## src/hdl/pse_pkg.sv

```systemverilog
package pse_pkg;

   // Storage and register file sizing
   localparam int MAX_PARTICLES = 64;
   localparam int MAX_COEFFS    = 5;
   localparam int PIDX_W        = $clog2(MAX_PARTICLES);
   localparam int PCNT_W        = $clog2(MAX_PARTICLES + 1);
   localparam int CSEL_W        = $clog2(MAX_COEFFS);
   localparam int CSR_IDX_W     = $clog2(MAX_COEFFS + 2);
   localparam int CSR_DATA_W    = 32;

   // Field and datapath widths
   localparam int FIELD_W  = 16;
   localparam int WORD_W   = 4 * FIELD_W;
   localparam int WEIGHT_W = 32;
   localparam int ENERGY_W = 48;
   localparam int COEF_W   = 32;
   localparam int NUMC_W   = 3;
   localparam int RADIUS_W = 32;
   localparam int PROD_W   = 2 * FIELD_W;
   localparam int ZSUM_W   = PROD_W + 2;
   localparam int MAG_W    = ZSUM_W - 3;
   localparam int SQ_W     = 62;
   localparam int ROOT_W   = 31;
   localparam int DIST_W   = ROOT_W + 1;
   localparam int DIVN_W   = COEF_W + 28;
   localparam int MUL_W    = 32;
   localparam int WIDE_W   = 64;

   // Register indexes
   localparam logic [CSR_IDX_W-1:0] REG_COEF_INVERSE = CSR_IDX_W'(0);
   localparam logic [CSR_IDX_W-1:0] REG_NUM_COEFFS   = CSR_IDX_W'(MAX_COEFFS);
   localparam logic [CSR_IDX_W-1:0] REG_INV_RADIUS   = CSR_IDX_W'(MAX_COEFFS + 1);

   localparam logic [NUMC_W-1:0]   NUM_COEFFS_RESET = NUMC_W'(2);
   localparam logic [RADIUS_W-1:0] INV_RADIUS_RESET = 32'h4000_0000;

   // Saturation limits
   localparam logic signed [WIDE_W-1:0] TERM_LIMIT = 64'sh0000_7FFF_FFFF_FFFF;
   localparam logic signed [WIDE_W-1:0] ACC_LIMIT  = 64'sh3FFF_FFFF_FFFF_FFFF;
   localparam logic [WIDE_W-1:0]        MUL_CAP    = 64'h4000_0000_0000_0000;
   localparam logic [WIDE_W-1:0]        FIN_HI_MAX = 64'h1000_0000_0000_0000;

   // Shared multiplier operand selection
   typedef enum logic [2:0] {
      MOP_SQA = 3'd0,
      MOP_SQB = 3'd1,
      MOP_PHI = 3'd2,
      MOP_PLO = 3'd3,
      MOP_FHI = 3'd4,
      MOP_FLO = 3'd5
   } mul_op_type;

   typedef struct packed {
      logic              load_item;
      logic              mem_rd;
      logic              mem_wr;
      logic [PIDX_W-1:0] addr;
      logic              calc_prod;
      logic              calc_z;
      logic              mul_en;
      mul_op_type        mul_op;
      logic              sqrt_start;
      logic              div_start;
      logic              recip_load;
      logic              poly_init;
      logic              poly_step;
      logic [CSEL_W-1:0] coef_sel;
      logic              acc_add;
      logic              set_flag;
      logic              fin_done;
   } dp_cmd_type;

   typedef struct packed {
      logic              sqrt_done;
      logic              div_done;
      logic              d_zero;
      logic              rsp_full;
      logic              last;
      logic [NUMC_W-1:0] n_coeffs;
   } dp_stat_type;

endpackage

```

## src/hdl/pse_ctrl.sv

```systemverilog
module pse_ctrl import pse_pkg::*; (
   input  logic        clock,
   input  logic        reset,
   input  logic        req_valid,
   output logic        req_ready,
   input  dp_stat_type stat,
   output dp_cmd_type  cmd
);

   typedef enum logic [19:0] {
      ST_IDLE  = 20'h00001,
      ST_READ  = 20'h00002,
      ST_PROD  = 20'h00004,
      ST_ZSUM  = 20'h00008,
      ST_SQA   = 20'h00010,
      ST_SQB   = 20'h00020,
      ST_SQS   = 20'h00040,
      ST_SQW   = 20'h00080,
      ST_DIVS  = 20'h00100,
      ST_DIVW  = 20'h00200,
      ST_RECIP = 20'h00400,
      ST_PHI   = 20'h00800,
      ST_PLO   = 20'h01000,
      ST_PCOMB = 20'h02000,
      ST_ACC   = 20'h04000,
      ST_STORE = 20'h08000,
      ST_CHECK = 20'h10000,
      ST_FHI   = 20'h20000,
      ST_FLO   = 20'h40000,
      ST_FOUT  = 20'h80000
   } state_type;

   state_type         state_ff, state_in;
   logic [PCNT_W-1:0] count_ff, count_in;
   logic [PIDX_W-1:0] j_ff, j_in;
   logic [CSEL_W-1:0] k_ff, k_in;

   always_ff @(posedge clock) begin
      if (reset) begin
         state_ff <= ST_IDLE;
         count_ff <= '0;
         j_ff     <= '0;
         k_ff     <= '0;
      end else begin
         state_ff <= state_in;
         count_ff <= count_in;
         j_ff     <= j_in;
         k_ff     <= k_in;
      end
   end

   // Sequencer: one pair at a time through the shared units
   always_comb begin
      state_in  = state_ff;
      count_in  = count_ff;
      j_in      = j_ff;
      k_in      = k_ff;
      cmd       = '0;
      cmd.addr  = j_ff;
      req_ready = 1'b0;
      case (state_ff)
         ST_IDLE: begin
            req_ready = 1'b1;
            if (req_valid) begin
               cmd.load_item = 1'b1;
               if (count_ff == PCNT_W'(MAX_PARTICLES)) begin
                  cmd.set_flag = 1'b1;
                  state_in     = ST_CHECK;
               end else if (count_ff == '0) begin
                  state_in = ST_STORE;
               end else begin
                  j_in     = '0;
                  state_in = ST_READ;
               end
            end
         end
         ST_READ: begin
            cmd.mem_rd = 1'b1;
            state_in   = ST_PROD;
         end
         ST_PROD: begin
            cmd.calc_prod = 1'b1;
            state_in      = ST_ZSUM;
         end
         ST_ZSUM: begin
            cmd.calc_z = 1'b1;
            state_in   = ST_SQA;
         end
         ST_SQA: begin
            cmd.mul_en = 1'b1;
            cmd.mul_op = MOP_SQA;
            state_in   = ST_SQB;
         end
         ST_SQB: begin
            cmd.mul_en = 1'b1;
            cmd.mul_op = MOP_SQB;
            state_in   = ST_SQS;
         end
         ST_SQS: begin
            cmd.sqrt_start = 1'b1;
            state_in       = ST_SQW;
         end
         ST_SQW: begin
            if (stat.sqrt_done) state_in = ST_DIVS;
         end
         ST_DIVS: begin
            if (stat.d_zero) begin
               state_in = ST_RECIP;
            end else begin
               cmd.div_start = 1'b1;
               state_in      = ST_DIVW;
            end
         end
         ST_DIVW: begin
            if (stat.div_done) state_in = ST_RECIP;
         end
         ST_RECIP: begin
            cmd.recip_load = 1'b1;
            cmd.poly_init  = 1'b1;
            cmd.coef_sel   = CSEL_W'(stat.n_coeffs - NUMC_W'(1));
            if (stat.n_coeffs == NUMC_W'(2)) begin
               state_in = ST_ACC;
            end else begin
               k_in     = CSEL_W'(stat.n_coeffs - NUMC_W'(2));
               state_in = ST_PHI;
            end
         end
         ST_PHI: begin
            cmd.mul_en = 1'b1;
            cmd.mul_op = MOP_PHI;
            state_in   = ST_PLO;
         end
         ST_PLO: begin
            cmd.mul_en = 1'b1;
            cmd.mul_op = MOP_PLO;
            state_in   = ST_PCOMB;
         end
         ST_PCOMB: begin
            cmd.poly_step = 1'b1;
            cmd.coef_sel  = k_ff;
            if (k_ff == CSEL_W'(1)) begin
               state_in = ST_ACC;
            end else begin
               k_in     = k_ff - CSEL_W'(1);
               state_in = ST_PHI;
            end
         end
         ST_ACC: begin
            cmd.acc_add = 1'b1;
            if (PCNT_W'(j_ff) + PCNT_W'(1) == count_ff) begin
               state_in = ST_STORE;
            end else begin
               j_in     = j_ff + PIDX_W'(1);
               state_in = ST_READ;
            end
         end
         ST_STORE: begin
            cmd.mem_wr = 1'b1;
            cmd.addr   = count_ff[PIDX_W-1:0];
            count_in   = count_ff + PCNT_W'(1);
            state_in   = ST_CHECK;
         end
         ST_CHECK: begin
            state_in = stat.last ? ST_FHI : ST_IDLE;
         end
         ST_FHI: begin
            cmd.mul_en = 1'b1;
            cmd.mul_op = MOP_FHI;
            state_in   = ST_FLO;
         end
         ST_FLO: begin
            cmd.mul_en = 1'b1;
            cmd.mul_op = MOP_FLO;
            state_in   = ST_FOUT;
         end
         ST_FOUT: begin
            if (!stat.rsp_full) begin
               cmd.fin_done = 1'b1;
               count_in     = '0;
               state_in     = ST_IDLE;
            end
         end
         default: begin
            state_in = ST_IDLE;
         end
      endcase
   end

endmodule

```

## config.mk

```make
export PLATFORM = sky130hd
export DESIGN_NAME = pse_ctrl
export DESIGN_NICKNAME = d
export VERILOG_FILES = /design/src/hdl/pse_pkg.sv /design/src/hdl/pse_ctrl.sv
export SDC_FILE = /design/constraint.sdc
export NUM_CORES = 1
export LEC_CHECK = 0
export BUFFER_PORTS_ARGS = -buffer_cell sky130_fd_sc_hd__buf_2
export CAP_MARGIN = 10
export CORE_MARGIN = 3
export CORE_UTILIZATION = 30
export CTS_BUF_LIST = sky130_fd_sc_hd__clkbuf_8
export CTS_CLUSTER_DIAMETER = 40
export CTS_CLUSTER_SIZE = 14
export DETAILED_ROUTE_END_ITERATION = 16
export PLACE_DENSITY_LB_ADDON = 0.15
export SYNTH_ARGS = -nofsm -noshare
export SYNTH_HDL_FRONTEND = slang
export SYNTH_SLANG_ARGS = --single-unit
```

## constraint.sdc

```tcl
create_clock -name clock -period 2.5 [get_ports clock]
set_clock_uncertainty 0.2 [all_clocks]
set_input_delay 0.125 -clock clock [delete_from_list [all_inputs] [get_ports clock]]
set_output_delay 0.125 -clock clock [all_outputs]
set_load 0.05 [all_outputs]
```

==> metrics.cfg, run 1 <==
[setup_path]
rr_startpoint=state_ff[1]
cp.required_ns=2.17
rrSetupSlack_ns=0.09
worstSetupPathType=reg -> out
worst_r2r_endpoint=state_ff[0]
endpoint_kind=output pin
path_max_fanout=6
crit_path_start_kind=flip-flop
cp_top_family=simple AND/OR/NAND/NOR gates
crit_chain=or4_4 > nor2_4 > nand3_2 > or3b_1 > o211ai_1 > buf_4
cp.arrival_ns=2.18
rr_worst_depth=6
slowest_stage=or4_4
path_buf_inv=1
max_stage_delay_ns=0.62

[final_layout]
area_delta_synth_final_pct=41.83
fill_cells=796
antenna_cells=0
mostFrequentLayoutCell=buf_4
final_cell_mix=45 x buf_4, 24 x nor2_1, 24 x dfxtp_1
nets=400
final_area_sq_mm=0.003551
drive_above_1_share_pct=41.51

[drt]
drtAntennaViolNets=0
first_pass_iters=4
via_per_inst=5.216
wire_per_inst_um=15.03
vias=2530
routed_wl_um=7288
drc_errors=0
drtIter0Drc=74

[timing]
setup_violations=2
hold_viol_final=0
fin_crit_sh_pct=100.4
fin_crit_ns=2.510
rsz0062_at_grt=true
worst_pin_slew_ns=0.4721
fmax_ghz=0.3984
fin_ws_ns=-0.009969
relSlewSlack_pct=67.71
whs_ns=0.06986
finalSetupTns_ns=-0.01558
slew_viol_final=0

[logic_synthesis]
post_synth_xor_area_fraction_pct=4.798
synth_fp_nets=322
synth_fa_ha_area_share_pct=3.498
synthArstFlopShare_pct=0
synthMuxAreaShare_pct=2.649
yosysWarnings=0
synth_edf_count=0
synth_top_cell_by_area=dfxtp_1
ys_seq_area_share_pct=28.79
syn_avg_cell_area_sq_um=8.236
synth_compound_area_share_pct=14.54
synth_ff_type=dfxtp_1
synth.area.top_cells=dfxtp_1 29%, nor2_1 4.5%, ha_1 3.5%, a21oi_1 3.2%, nand2_1 3.0%
syn_inst=304
syn-cell-area_sq_mm=0.002504
netlist.area_leader.share_pct=28.79
synthSimpleGateAreaFrac_pct=40.88
ys_types=64
synth_seq_cells=36
synth_top_family_by_area=simple AND/OR/NAND/NOR gates

[worst_hold_path]
whs_endpoint=state_ff[11]
min_path_type=in -> reg
min_from=reset
min_path_cells=2

[cts]
clk_pin_slew_ns=0.08
ctsLongestPathBuffers=2
numCtsBuffers=5
clockRootBuffer=clkbuf_8
cts.sinks=36
htreeDepth=2
clkLatencyLatePin_ns=0.30
cts_tree=built

[global_routing]
grt.total_usage_pct=15.09
gr-total-overflow=0
grt_pass1_wl_um=11740
grt_max_degree=26
grt_pass1_vias=2437
antenna_found_initial=0

[run]
drv_cap=0

[die]
coreArea_sq_mm=0.007928
initial_core_util_pct=31.58
num_rows=32
ios=38
die-area_sq_mm=0.009478
die_h_um=97.36
die_w_um=97.36

[pwr]
leakagePower_nw=1.481
p_per_area_mw_per_mm2=567.9
ir_drop_mv=0.3004

[placed_design]
placement.cell_area_sq_mm=0.003057
port_buffers=37
hpwlAfterDp_um=5426
gp_congestion=0.8270

[run_status]
outcome=complete, but fails checks
violations=setup timing

==> area by class of cell <==
| type | count | area (sq um) | share of cell area [%] |
|---|---|---|---|
| Inverter | 14 | 52.55 | 1.480 |
| Multi-Input combinational cell | 241 | 1871 | 52.68 |
| Clock buffer | 5 | 68.82 | 1.938 |
| Timing Repair Buffer | 84 | 649.4 | 18.29 |
| Clock inverter | 3 | 38.79 | 1.092 |
| Sequential cell | 36 | 743.2 | 20.93 |
| Tap cell | 102 | 127.6 | 3.594 |
==> stage by stage <==
| step | utilization [%] | total power [W] | std cells | setup WS (ns) |
|---|---|---|---|---|
| finish | 44.79 | 0.002017 | 485 | -0.009969 |
| global route | 44.79 | 0.002113 | 485 | -0.09572 |
| CTS | 42.11 | 0.001902 | 478 | -0.02767 |
| detailed placement | 38.56 | 0.001330 | 460 | 0.09342 |
| global placement | 38.56 | 0.001331 | 460 | 0.1125 |
| floorplan | - | 0.001105 | 304 | -0.2824 |
==> what timing repair did <==
action | CTS | global route
hold endpoints to repair | 6 | 0
hold buffers | 6 | 0
pin swaps | 9 | 17
resized for setup | 29 | 50
cloned | 0 | 0
endpoints found under the setup margin | 22 | 23
buffers inserted | 4 | 7
==> cells by family after synthesis <==
family,after synthesis
simple gates,161
flops,36
fa+ha+maj,7
xor+xnor,12
buf+inv,27
compound gates,55
mux,6
==> flip-flops by register name (all words and copies together) (netlist names) <==
signal and cells:
state_ff 20, count_ff 7, j_ff 6, k_ff 3
==> report_power, final <==
| part | switching (W) | total, W | internal, W |
|---|---|---|---|
| combinational | 0.000499 | 0.000868 | 0.000368 |
| sequential | 0.0000337 | 0.000624 | 0.000590 |
| clock | 0.000232 | 0.000525 | 0.000292 |
| total | 0.000765 | 0.00202 | 0.00125 |
==> synth_stat cells (5+ instances only) <==
cell type   n
a211oi_1    5
a21oi_1    16
clkbuf_1    5
dfxtp_1    36
ha_1        7
inv_1      12
mux2_2      5
nand2_1    20
nand2b_1   10
nand3_1    10
nand3b_1    7
nand4_1     5
nor2_1     30
nor3_1     10
nor4_1      6
nor4b_1     6
o21ai_0    12
or3_1      10
xnor2_1     6
xor2_1      5
==> worst max-delay path by stage <==
stage / cells past startpoint / start / end
after floorplan: 5 / state_ff[7] / state_ff[2]
after global placement: 5 / state_ff[12] / state_ff[0]
after detailed placement: 5 / state_ff[12] / state_ff[0]
after CTS: 6 / state_ff[11] / cmd[11]
after global routing: 6 / state_ff[12] / cmd[11]
final: 6 / state_ff[12] / cmd[11]
==> metal layers <==
layer	part of all wire (%)	GRT usage [%]
met5	0	0
met4	0.78	4.047
met1	48	19.75
met2	48	25.53
met3	3.0	2.728
==> worst register-to-register path, delay by kind of cell, from the launching register on <==
kind,cells,cell delay [ns]
AOI/OAI and AO/OA,2,0.59
buffers and inverters,1,0.17
DFF,1,0.36
and+or+nand+nor,3,0.98
Power figures use the tool's default switching activity.
==> run 2, diff against run 1 <==
Settings changed: PLACE_DENSITY from default to 0.48, PLACE_DENSITY_LB_ADDON 0.15 to default.
==> run 2 against run 1 <==
Effect of this change:
- the run still ends with setup timing left
- critical path type is now reg -> reg
- largest cell class unchanged
- sequential cell count did not move
- global-route usage up 0.76 points
- combinational power is 3.1% higher
- sequential share of layout area is 0.10 points lower
- power grew 1.4%
- non-clock buffer count up 4
- critical endpoint is now state_ff[0]
- count of clock-buffer cells in the layout did not move
- sequential power is essentially flat
- cell count rose by 1.0%
- clock power about the same
- fmax decreased by 0.36%
- wire length is 2.1% higher
==> metrics.cfg, run 2 (synthesis gave the netlist of run 1 again) <==
[final_layout]
utilization_pct=45.47  ; +0.68 points
fin_cells=490  ; +1.0%
drive_above_1_share_pct=41.86  ; +0.35 points
largest_register_ffs=20  ; unchanged
final_cell_mix=52 x buf_4, 24 x nor2_1, 22 x dfxtp_1
regMostFlops=state_ff
area_delta_synth_final_pct=43.98
mostFrequentLayoutCell=buf_4
final_area_sq_mm=0.003605  ; +1.5%
fill_cells=826  ; +3.8%
nets=404  ; +1.0%
reg_top3=state_ff: 20 flops, count_ff: 7 flops, j_ff: 6 flops

[drt]
first_pass_iters=4  ; unchanged
via_per_inst=5.116  ; -1.9%
wire_per_inst_um=15.18  ; +1.0%
vias=2507  ; -0.91%
drc_errors=0  ; unchanged
drtAntennaViolNets=0  ; unchanged
drtIter0Drc=81  ; +9.5%
routed_wl_um=7440  ; +2.1%

[timing]
relSlewSlack_pct=70.11  ; +2.4 points
worst_pin_slew_ns=0.4483  ; -0.02379 ns
rsz0062_at_grt=true
fin_crit_sh_pct=100.8  ; +0.36 points
fin_crit_ns=2.519  ; +0.009020 ns
whs_ns=0.05676  ; -0.01310 ns
fmax_ghz=0.3970  ; -0.36%
setup_violations=1  ; -1
hold_viol_final=0  ; unchanged
fin_ws_ns=-0.01899  ; -0.009020 ns
slew_viol_final=0  ; unchanged

[pwr]
power_frac_seq_pct=30.5  ; -0.5 points
leakagePower_nw=1.513  ; +2.1%
ir_drop_mv=0.2418  ; -20%
power_frac_clock_pct=25.7  ; -0.3 points
combPwrFrac_pct=43.8  ; +0.8 points
swShare_pct=37.87  ; -0.083 points
internal_power_w=0.001270  ; +1.5%
p_switching_w=0.0007743  ; +1.2%
p_per_area_mw_per_mm2=567.2  ; -0.13%

[global_routing]
grt_max_degree=25  ; -3.8%
antenna_found_initial=1  ; +1
grt.total_usage_pct=15.85  ; +0.76 points
gr-total-overflow=0  ; unchanged
grt_pass1_wl_um=12410  ; +5.8%
grt_pass1_vias=2464  ; +1.1%

[cts]
clkLatencyLatePin_ns=0.30  ; about the same
cts.sinks=36  ; unchanged
htreeDepth=2  ; unchanged
clk_pin_slew_ns=0.08  ; about the same
numCtsBuffers=5  ; unchanged
ctsLongestPathBuffers=2  ; unchanged
clockRootBuffer=clkbuf_8
cts_tree=built

[die]
die-area_sq_mm=0.009478  ; unchanged
initial_core_util_pct=31.58  ; unchanged
num_rows=32  ; unchanged
die_h_um=97.36  ; unchanged
coreArea_sq_mm=0.007928  ; unchanged
ios=38  ; unchanged
die_w_um=97.36  ; unchanged

[setup_path]
rrSetupSlack_ns=-0.02  ; -0.11 ns
rr_worst_depth=6  ; unchanged
max_stage_delay_ns=0.61  ; about the same
path_max_fanout=5  ; -1
crit_chain=or4_4 > nor4_4 > buf_4 > nand2_4 > o2111a_2 > o32a_1
endpoint_kind=flip-flop
cp.arrival_ns=2.50  ; +0.32 ns
cp.required_ns=2.48  ; +0.31 ns
slowest_stage=or4_4
crit_path_start_kind=flip-flop
crit_path_end=state_ff[0]
worstSetupPathType=reg -> reg
worst_r2r_endpoint=state_ff[0]
cp-startpoint=state_ff[19]
rr_startpoint=state_ff[19]

[placed_design]
hpwlAfterDp_um=5515  ; +1.6%
place_inst=459  ; -0.22%
placement.cell_area_sq_mm=0.003049  ; -0.25%
port_buffers=37  ; unchanged
gp_congestion=0.8333  ; +0.76%

[run_status]
outcome=complete, but fails checks
violations=setup timing

[worst_hold_path]
min_path_type=in -> reg

[run]
drv_cap=0  ; unchanged

-- run 2: critical path: cells and delay by family (launching register included) --
| kind | cells | cell delay (ns) |
|---|---|---|
| flip-flops | 1 | 0.36 |
| buffers and inverters | 1 | 0.20 |
| AND/OR/NAND/NOR | 3 | 1.05 |
| AO/OA/AOI/OAI | 2 | 0.59 |
-- run 2: worst min path at each step --
stage               from           end  slack, ns  cells after the start
2_1_floorplan    stat[3]  state_ff[17]       0.06                      2
3_3_place_gp     stat[3]  state_ff[17]       0.18                      3
3_5_place_dp     stat[3]  state_ff[17]       0.19                      3
4_1_cts        req_valid   state_ff[1]       0.06                      5
5_1_grt            reset  state_ff[14]       0.08                      2
6_report           reset       k_ff[1]       0.06                      2
-- run 2: per-stage QoR --
step                      total power [W]  setup slack, ns   TNS, ns
final                            0.002045         -0.01899  -0.01899
after global routing             0.002159         -0.07334   -0.3429
after CTS                        0.001898         -0.02379  -0.02379
after detailed placement         0.001330          0.05953         0
after global placement           0.001333           0.1006         0
after floorplan                  0.001105          -0.2824    -1.012
-- run 2: metal layers --
layer / vias to the layer above / GRT usage (%) / part of all wire (%)
li1: 1287 / - / -
met1: 1174 / 21.15 / 47
met2: 36 / 26.01 / 47
met3: 10 / 3.805 / 3.8
met4: 0 / 3.514 / 1.7
met5: - / 0 / 0
-- run 2: repair_timing --
| item | in CTS | in global routing |
|---|---|---|
| setup buffers | 3 | 13 |
| endpoints found under the setup margin | 21 | 30 |
| pin swaps | 7 | 21 |
| endpoints found under the hold margin | 6 | 0 |
| hold buffers | 6 | 0 |
| resized for setup | 25 | 68 |
-- run 2: area by class of cell --
class,count,area [sq um],share of cell area [%]
clock buffer,5,68.82,1.909
antenna,1,2.502,0.06942
multi-input combinational,241,1883,52.24
inverter,14,52.55,1.458
timing repair buffer,88,680.7,18.88
clock inverter,3,38.79,1.076
tap,102,127.6,3.540
sequential,36,750.7,20.83
-- run 2: power groups by stage --
stage               Sequential (W)  Clock, W  Combinational, W
floorplan                 0.000629         0          0.000476
global placement          0.000636         0          0.000697
detailed placement        0.000635         0          0.000695
CTS                       0.000625  0.000541          0.000731
global route              0.000627  0.000563          0.000969
finish                    0.000624  0.000526          0.000895
